$ cat config.mk
export PLATFORM = sky130hd
export DESIGN_NAME = sha256_stream_hasher
export DESIGN_NICKNAME = d
export VERILOG_FILES = /design/src/hdl/sha256_pkg.sv /design/src/hdl/sha256_stream_hasher.sv
export SDC_FILE = /design/constraint.sdc
export NUM_CORES = 2
export LEC_CHECK = 0
export ABC_CLOCK_PERIOD_IN_PS = 23800
export BUFFER_PORTS_ARGS = -buffer_cell sky130_fd_sc_hd__buf_2
export CAP_MARGIN = 40
export CORE_ASPECT_RATIO = 0.5
export CORE_MARGIN = 5
export CORE_UTILIZATION = 35
export DETAILED_ROUTE_END_ITERATION = 7
export MAX_ROUTING_LAYER = met4
export SLEW_MARGIN = 20
export SYNTH_ARGS = -nofsm -noshare
export SYNTH_HDL_FRONTEND = slang
export SYNTH_SLANG_ARGS = --single-unit
export TNS_END_PERCENT = 1
$ cat constraint.sdc
create_clock -name clk -period 23.8 [get_ports clk]
set_input_delay 4.76 -clock clk [delete_from_list [all_inputs] [get_ports clk]]
set_output_delay 4.76 -clock clk [all_outputs]
set_load 0.01 [all_outputs]
$ cat src/hdl/sha256_pkg.sv
package sha256_pkg;

  localparam int unsigned BlockBytes = 64;
  localparam int unsigned Rounds     = 64;

  typedef logic [31:0] word_t;

  typedef enum logic [6:0] {
    ST_IDLE  = 7'b0000001,
    ST_PAD   = 7'b0000010,
    ST_LOAD  = 7'b0000100,
    ST_ROUND = 7'b0001000,
    ST_ADD   = 7'b0010000,
    ST_EMIT  = 7'b0100000,
    ST_DONE  = 7'b1000000
  } state_t;

  localparam logic [7:0] PadByte = 8'h80;

  localparam word_t InitH [8] = '{
    32'h6a09e667, 32'hbb67ae85, 32'h3c6ef372, 32'ha54ff53a,
    32'h510e527f, 32'h9b05688c, 32'h1f83d9ab, 32'h5be0cd19
  };

  localparam word_t RoundK [64] = '{
    32'h428a2f98, 32'h71374491, 32'hb5c0fbcf, 32'he9b5dba5,
    32'h3956c25b, 32'h59f111f1, 32'h923f82a4, 32'hab1c5ed5,
    32'hd807aa98, 32'h12835b01, 32'h243185be, 32'h550c7dc3,
    32'h72be5d74, 32'h80deb1fe, 32'h9bdc06a7, 32'hc19bf174,
    32'he49b69c1, 32'hefbe4786, 32'h0fc19dc6, 32'h240ca1cc,
    32'h2de92c6f, 32'h4a7484aa, 32'h5cb0a9dc, 32'h76f988da,
    32'h983e5152, 32'ha831c66d, 32'hb00327c8, 32'hbf597fc7,
    32'hc6e00bf3, 32'hd5a79147, 32'h06ca6351, 32'h14292967,
    32'h27b70a85, 32'h2e1b2138, 32'h4d2c6dfc, 32'h53380d13,
    32'h650a7354, 32'h766a0abb, 32'h81c2c92e, 32'h92722c85,
    32'ha2bfe8a1, 32'ha81a664b, 32'hc24b8b70, 32'hc76c51a3,
    32'hd192e819, 32'hd6990624, 32'hf40e3585, 32'h106aa070,
    32'h19a4c116, 32'h1e376c08, 32'h2748774c, 32'h34b0bcb5,
    32'h391c0cb3, 32'h4ed8aa4a, 32'h5b9cca4f, 32'h682e6ff3,
    32'h748f82ee, 32'h78a5636f, 32'h84c87814, 32'h8cc70208,
    32'h90befffa, 32'ha4506ceb, 32'hbef9a3f7, 32'hc67178f2
  };

  function automatic word_t ror32(word_t v, int unsigned n);
    return (v >> n) | (v << (32 - n));
  endfunction

endpackage

$ cat src/hdl/sha256_stream_hasher.sv
// byte-serial sha-256 hasher
// input channel: one item per handshake; tdata = data_byte, tuser = {end_of_message, has_byte}.
// an item whose byte does not complete a 64-byte block and does not end the message
// is taken while the input stays ready. a byte that fills a block starts the compression:
// the message schedule is loaded from the block memory (one word from 4 byte reads),
// then 64 rounds run through one shared round unit and the result is added into the
// hash, after which the input is ready again. an end item writes the padding one byte a
// cycle (from the fill position to the block's end, and a whole second block if needed),
// runs one or two compressions, then shows the eight digest words on the output channel
// one at a time, index 0 first, last_word on index 7, then a state restoring the initial hash.
// the input is not ready while a block is compressed or the digest is shown.
// if the receiver stalls, the current word holds on out_tdata until taken; nothing is lost.
// reset (rst_n low, synchronous) loads the initial hash values and clears the fill and
// bit counts; the block memory is not cleared, it is always written before it is read.
module sha256_stream_hasher
  import sha256_pkg::*;
(
  input  logic        clk,
  input  logic        rst_n,
  input  logic        in_tvalid,
  output logic        in_tready,
  input  logic [7:0]  in_tdata,   // data_byte
  input  logic [1:0]  in_tuser,   // has_byte, end_of_message
  output logic        out_tvalid,
  input  logic        out_tready,
  output logic [31:0] out_tdata,  // digest_word
  output logic [3:0]  out_tuser   // word_index[2:0], last_word
);

  logic [7:0]  mem_r [BlockBytes];
  logic [7:0]  rd_byte_r;

  state_t      state_r, state_nxt;
  logic [5:0]  fill_r;
  logic [63:0] bits_r;
  logic        final_r;   // compressing final padded block
  logic        second_r;  // a second padding block still follows
  logic [63:0] total_r;
  logic [6:0]  cnt_r;     // round / load / pad counter
  logic [1:0]  bsel_r;
  word_t       h_r [8];
  word_t       v_r [8];
  word_t       w_r [16];
  word_t       acc_r;
  logic [2:0]  oidx_r;

  logic        acc_in;
  logic        in_has, in_end;
  logic [5:0]  rd_addr;
  logic        wr_en;
  logic [5:0]  wr_addr;
  logic [7:0]  wr_data;

  assign in_has = in_tuser[0];
  assign in_end = in_tuser[1];
  assign in_tready = (state_r == ST_IDLE);
  assign acc_in = in_tvalid && in_tready;

  assign out_tvalid = (state_r == ST_EMIT);
  assign out_tdata  = h_r[oidx_r];
  assign out_tuser  = {oidx_r == 3'd7, oidx_r};

  // padding byte for position cnt in pad state
  logic [7:0] pad_byte;
  logic [5:0] pad_pos;
  logic [2:0] len_sel;
  assign pad_pos = cnt_r[5:0];
  assign len_sel = 3'd7 - pad_pos[2:0];
  always_comb begin
    if (pad_pos >= 6'd56 && !second_r) pad_byte = total_r[{len_sel, 3'b000} +: 8];
    else                               pad_byte = 8'h00;
  end

  // load reads byte address from cnt (word) and bsel
  assign rd_addr = {cnt_r[3:0], bsel_r};

  always_comb begin
    wr_en = 1'b0;
    wr_addr = fill_r;
    wr_data = in_tdata;
    if (acc_in && in_has) begin
      wr_en = 1'b1;
    end else if (state_r == ST_PAD) begin
      wr_en = 1'b1;
      wr_addr = pad_pos;
      wr_data = (pad_pos == fill_r && cnt_r[6]) ? PadByte : pad_byte;
    end
  end

  always_ff @(posedge clk) begin
    if (wr_en) mem_r[wr_addr] <= wr_data;
    rd_byte_r <= mem_r[rd_addr];
  end

  // shared round unit
  word_t s0, s1, wnew, bs1, ch, bs0, maj, x1, x2;
  always_comb begin
    s0 = ror32(w_r[1], 7) ^ ror32(w_r[1], 18) ^ (w_r[1] >> 3);
    s1 = ror32(w_r[14], 17) ^ ror32(w_r[14], 19) ^ (w_r[14] >> 10);
    wnew = s1 + w_r[9] + s0 + w_r[0];
    bs1 = ror32(v_r[4], 6) ^ ror32(v_r[4], 11) ^ ror32(v_r[4], 25);
    ch  = (v_r[4] & v_r[5]) ^ (~v_r[4] & v_r[6]);
    bs0 = ror32(v_r[0], 2) ^ ror32(v_r[0], 13) ^ ror32(v_r[0], 22);
    maj = (v_r[0] & v_r[1]) ^ (v_r[0] & v_r[2]) ^ (v_r[1] & v_r[2]);
    x1  = v_r[7] + bs1 + ch + RoundK[cnt_r[5:0]] + w_r[0];
    x2  = bs0 + maj;
  end

  always_comb begin
    state_nxt = state_r;
    unique case (state_r)
      ST_IDLE: begin
        if (acc_in) begin
          if (in_has && fill_r == 6'd63) state_nxt = ST_LOAD;
          else if (in_end)               state_nxt = ST_PAD;
        end
      end
      ST_PAD: begin
        if (pad_pos == 6'd63) state_nxt = ST_LOAD;
      end
      ST_LOAD: begin
        if (cnt_r == 7'd16 && bsel_r == 2'd0) state_nxt = ST_ROUND;
      end
      ST_ROUND: begin
        if (cnt_r[5:0] == 6'(Rounds - 1)) state_nxt = ST_ADD;
      end
      ST_ADD: begin
        if (second_r)     state_nxt = ST_PAD;
        else if (final_r) state_nxt = ST_EMIT;
        else              state_nxt = ST_IDLE;
      end
      ST_EMIT: begin
        if (out_tready && oidx_r == 3'd7) state_nxt = ST_DONE;
      end
      ST_DONE:  state_nxt = ST_IDLE;
      default:  state_nxt = ST_IDLE;
    endcase
  end

  always_ff @(posedge clk) begin
    if (!rst_n) begin
      state_r  <= ST_IDLE;
      fill_r   <= '0;
      bits_r   <= '0;
      final_r  <= 1'b0;
      second_r <= 1'b0;
      cnt_r    <= '0;
      bsel_r   <= '0;
      oidx_r   <= '0;
      for (int i = 0; i < 8; i++) h_r[i] <= InitH[i];
    end else begin
      state_r <= state_nxt;
      unique case (state_r)
        ST_IDLE: begin
          cnt_r  <= '0;
          bsel_r <= '0;
          if (acc_in) begin
            logic [5:0] f;
            f = fill_r + 6'(in_has);
            if (in_has) fill_r <= f;
            if (in_has && fill_r == 6'd63) begin
              bits_r   <= bits_r + 64'd512;
              second_r <= in_end;
              if (in_end) total_r <= bits_r + 64'd512;
            end else if (in_end) begin
              total_r  <= bits_r + {55'd0, f, 3'b000};
              second_r <= (f > 6'd55);
              final_r  <= (f <= 6'd55);
              cnt_r    <= {1'b1, f};
            end
          end
        end
        ST_PAD: begin
          // cnt[6] marks the first padded position (the 0x80 byte)
          if (pad_pos == 6'd63) cnt_r <= '0;
          else                  cnt_r <= {1'b0, pad_pos + 6'd1};
        end
        ST_LOAD: begin
          // byte read is registered: shift in at bsel>0 or cnt advance
          if (!(cnt_r == 7'd0 && bsel_r == 2'd0)) begin
            acc_r <= {acc_r[23:0], rd_byte_r};
            if (bsel_r == 2'd0) begin
              for (int i = 0; i < 15; i++) w_r[i] <= w_r[i + 1];
              w_r[15] <= {acc_r[23:0], rd_byte_r};
            end
          end
          bsel_r <= bsel_r + 2'd1;
          if (bsel_r == 2'd3) cnt_r <= cnt_r + 7'd1;
          if (cnt_r == 7'd16 && bsel_r == 2'd0) begin
            cnt_r <= '0;
            for (int i = 0; i < 8; i++) v_r[i] <= h_r[i];
          end
        end
        ST_ROUND: begin
          v_r[7] <= v_r[6]; v_r[6] <= v_r[5]; v_r[5] <= v_r[4];
          v_r[4] <= v_r[3] + x1;
          v_r[3] <= v_r[2]; v_r[2] <= v_r[1]; v_r[1] <= v_r[0];
          v_r[0] <= x1 + x2;
          for (int i = 0; i < 15; i++) w_r[i] <= w_r[i + 1];
          w_r[15] <= wnew;
          cnt_r <= cnt_r + 7'd1;
        end
        ST_ADD: begin
          for (int i = 0; i < 8; i++) h_r[i] <= h_r[i] + v_r[i];
          // padding block after a full data block starts with the 0x80 byte
          cnt_r  <= second_r ? {fill_r == 6'd0, 6'd0} : 7'd0;
          bsel_r <= '0;
          if (second_r) begin
            second_r <= 1'b0;
            final_r  <= 1'b1;
          end
        end
        ST_EMIT: begin
          if (out_tready) oidx_r <= oidx_r + 3'd1;
        end
        ST_DONE: begin
          for (int i = 0; i < 8; i++) h_r[i] <= InitH[i];
          fill_r  <= '0;
          bits_r  <= '0;
          final_r <= 1'b0;
          oidx_r  <= '0;
        end
        default: ;
      endcase
    end
  end

endmodule
# Word level (Yosys, flattened, before mapping)
# Memories as Yosys holds them, arrays and structs flattened. A register that Yosys moved wholly into a read port is not among the register bits.
# Cells that the tools add are included.
# op_classes
n_addsub,26
mul,0
div_mod_pow,0
magnitude_cmp,4
eq_ne,26
shift,1
mux,112
n_bitwise,69
n_reduce_logical,28
# ops
operator,count
$mux 32,42
$add 32x32->32,18
$mux 64,5
$xor 32x32->32,9
$and 32x32->32,5
$pmux 64 s2,1
$mux 7,13
$add 64x10->64 const B,1
$add 64x9->64,1
$shiftx 64x7->8,1
$mux 6,7
$pmux 7 s6,1
$or 1x1->1,40
$pmux 7 s5,1
$mux 8,4
$not 32->32,1
$or 10x32->32,1
$or 13x32->32,1
$or 14x32->32,1
$or 15x32->32,1
$or 19x32->32,1
$or 21x32->32,1
$or 25x32->32,1
$or 26x32->32,1
52 further kinds,108
# totals
regBits,179
latch_bits,0
ram_bits,1536
mem_bits_ro,2048
input_bits,14
elab_cells,281
memories,5
# memory_table
name,depth,width,rd,rd_clocked_by_memory_dff,write_ports,line,source
(no name shown),64,32,1,0,0,sha256_stream_hasher.sv:105,x1 = v_r[7] + bs1 + ch + RoundK[cnt_r[5:0]] + w_r[0];
mem_r,64,8,1,1,1,sha256_stream_hasher.sv:30,logic [7:0] mem_r [BlockBytes];
w_r,16,32,16,0,16,sha256_stream_hasher.sv:43,word_t w_r [16];
h_r,8,32,9,1,8,sha256_stream_hasher.sv:41,word_t h_r [8];
v_r,8,32,8,0,8,sha256_stream_hasher.sv:42,word_t v_r [8];

# Depth between registers and ports, before layout
# An unclocked memory read counts as a cell.
# logic_depth
depth_word,10
mapped_depth,42
ltp_nobuf,39

# Least setup slack after synthesis
# No wires, ideal clock.
# synth_timing
path_type,input port to flip-flop
start,input rst_n
end,memory w_r[0][0] (netlist name) (enable)
setup_ns,3.635
arrival_time_ns,14.012
t_required_ns,20.165
path_slack_ns,6.153
cell_stages,5
path_buffers,3
path_cell_list,nand2_1 > clkbuf_1 > clkbuf_1 > clkbuf_1 > nand2_1
# synth_lines
item,line,source
"start, declared",sha256_stream_hasher.sv:19,"input logic rst_n,"
"end, declared",sha256_stream_hasher.sv:43,

==> results.ini <==
[pwr]
p_per_area_nw_per_um2=159
cellLeakagePower_nw=35.2
vdd_drop_max_mv=0.496
total_power_mw=16.2

[job]
cap_violations=0

[clock_tree]
clkTransAtPathRegs_ns=0.07
clockRootBuffer=clkbuf_16
postCtsSetupBuffers=0
insertion_delay_ns=0.84
cts_tree=yes
numCtsBuffers=173
cts_hold_buffers=0
clock_path_buffers=4
htreeDepth=4
numClockSinks=1714
post_cts_resized=0

[placement]
dp_slack_ns=13.49
dpl_cell_area_sq_um=96400
dp_hpwl_um=189000
gp_congestion=0.974
place.port_buffers=51

[drt]
antenna_left=0
finalWirelength_um=264000
viasPerCell=5.48
dr.pass1.iters=5
drt-initial-drc-count=6621
via_count=59600
wl_per_cell_um=24.3
drc=0

[grt]
grt_pass1_vias=56900
grt_pass1_wl_um=388000
antenna_found_initial=5
track_usage_pct=19.4
grt.overflow.total=0
grt_max_degree=153

[sta]
relSlewSlack_pct=32.2
period_needed_ns=10.44
max_clock_freq_mhz=95.8
slew_violations=0
rsz0062_at_grt=false
finalHoldViolations=0
tightestPinTransition_ns=1.02
setup_viol=0
fin_ws_ns=13.36
finalSetupTns_ns=0
skew_ns=0.0591
finalCritPeriodShare_pct=43.8

[logic_synthesis]
ys_top_cells_by_count=edfxtp_1 (1493), nand2_1 (579), nor2_1 (511), a21oi_1 (484), xnor2_1 (449)
netlist_area_sq_um=91700
synthesis.nets=7839
synth_edf_count=1493
postSynthCellCount=7228
synthTopCellsByArea=edfxtp_1 (49%), mux4_2 (6.2%), ha_1 (5.5%)
synth_seq_area_share_pct=53.7
async_flop_share_pct=0
synth_seq_cells=1714
yosys_most_used_dff=edfxtp_1
synth-warning-count=0
post-synth-top-area-cell=edfxtp_1
post-synth-top-count-cell=edfxtp_1
synth.distinct_cells=88
yosys.area.top_type_share_pct=48.9
syn_avg_cell_area_sq_um=12.7

[die]
top_level_ports=52
rows=132
die_w_um=734
start_util_pct=35.3
core-area_sq_um=260000
die-area_sq_um=273000
die_h_um=372

[cells_and_area]
fin_util_pct=39.2
area_growth_pct=11.2
final_nets=7879
multiInputGateArea_sq_um=40400
nFillCells=24400
drive_gt1_share_pct=13.4
diodes=0
post-route-cell-area_sq_um=102000
regArea_sq_um=49300

[setup_path]
worstSetupEndpoint=v_r[0][31]$_DFFE_PP_
endpoint_kind=register
reg2reg_slack_ns=13.36
cp-start-kind=register
cp.arrival_ns=10.97
cp_max_fo=29
worstSetupPathType=register to register
worst-r2r-cell-count=35
critPathLaunch=cnt_r[0]$_SDFFE_PN0P_
cp_common_cell=fa_1
r2r-end=v_r[0][31]$_DFFE_PP_
cp.required_ns=24.33
r2r-start=cnt_r[0]$_SDFFE_PN0P_
crit_slowest_cell=dfxtp_4
slowest_delay_ns=0.64

[outcome]
status=finished, final reports clean

[hold_path]
hp-class=register to register

## cell families (layout without fill, tap and decap cells)
group,Yosys count,in the layout,share of synthesized area [%]
other,1,1,0.00409
AO/OA/AOI/OAI,1488,1488,10.1
AND/OR/NAND/NOR,1624,1624,7.92
adder cells (fa/ha/maj),619,619,9.98
flip-flops,1714,1714,53.7
multiplexers,521,521,9.45
XOR/XNOR,677,677,6.47
buffers and inverters,584,747,2.39
## state kept, by name, indices dropped and copies added, names as in the netlist, 8 cells and up, named ones only
| signal | count |
|---|---|
| acc_r | 24 |
| bits_r | 55 |
| h_r | 256 |
| mem_r | 512 |
| rd_byte_r | 8 |
| total_r | 61 |
| v_r | 256 |
| w_r | 512 |
## placed cells by master (no fill, tap or decap), types with 26 or more instances in the layout
master     Yosys  final
nor2b_1       51     51
o21a_1        60     60
mux4_2       251    251
clkinv_2       0     26
a211oi_1      48     48
o21ai_0      369    362
fa_1         195    195
clkinv_1       3     28
nor2_1       511    507
o211ai_1      50     50
a21o_1       168    168
xor2_1       228    228
nor3_1        85     84
ha_1         402    402
o21bai_1      46     46
xnor2_1      449    449
buf_2          2     56
clkbuf_1     276     36
clkbuf_16      0    173
nand2b_1      74     74
a21oi_1      484    483
or3_1         34     34
mux2_2       250    250
and3_1        53     53
dfxtp_1      221    211
a31oi_1       52     51
buf_4          0    108
nand3_1      116    116
nand2_1      579    575
inv_1        256    253
nand4_1       37     37
edfxtp_1    1493   1493
## critical path: cells and delay by family, from the launching register on
kind	cells	cell delay [ns]
AO/OA/AOI/OAI	18	4.15
adder cells (fa/ha/maj)	8	3.56
buffers and inverters	4	0.92
flip-flops	1	0.64
XOR/XNOR	3	0.49
AND/OR/NAND/NOR	2	0.39
## per-stage QoR
stage,std cells,hold WS [ns]
final,10900,0.399
after global routing,10900,0.408
after CTS,10900,0.395
after global placement,10500,0.400
after detailed placement,10600,0.405
after floorplan,7228,0.400
## area by class of cell
class	instances	share of cell area (%)
inverter	261	0.963
multi-input combinational	4930	39.6
sequential	1714	48.3
clock buffer	212	4.42
timing repair buffer	188	1.54
tap	3484	4.28
clock inverter	86	0.841
## worst min path at each step
stage	start	to	slack, ns	cells past startpoint
3_5_place_dp	w_r[0][134]$_DFFE_PP_	w_r[0][102]$_DFFE_PP_	0.40	0
5_1_grt	w_r[0][166]$_DFFE_PP_	w_r[0][134]$_DFFE_PP_	0.41	0
3_3_place_gp	w_r[0][164]$_DFFE_PP_	w_r[0][132]$_DFFE_PP_	0.40	0
2_1_floorplan	w_r[0][132]$_DFFE_PP_	w_r[0][100]$_DFFE_PP_	0.40	0
4_1_cts	w_r[0][164]$_DFFE_PP_	w_r[0][132]$_DFFE_PP_	0.39	0
6_report	w_r[0][164]$_DFFE_PP_	w_r[0][132]$_DFFE_PP_	0.40	0
## per-layer routing
metal	GRT usage (%)	part of all wire, %	vias up
met5	-	0	-
met4	4.90	2.7	0
met3	3.32	7.5	376
met2	28.6	44	2131
met1	27.9	46	30100
li1	-	-	26900
## where the power goes
group | internal, mW | switching [mW]
logic | 4.13 | 6.01
registers | 3.30 | 0.0677
clock network | 1.50 | 1.19
No activity file was read; power rests on OpenSTA's default activity.
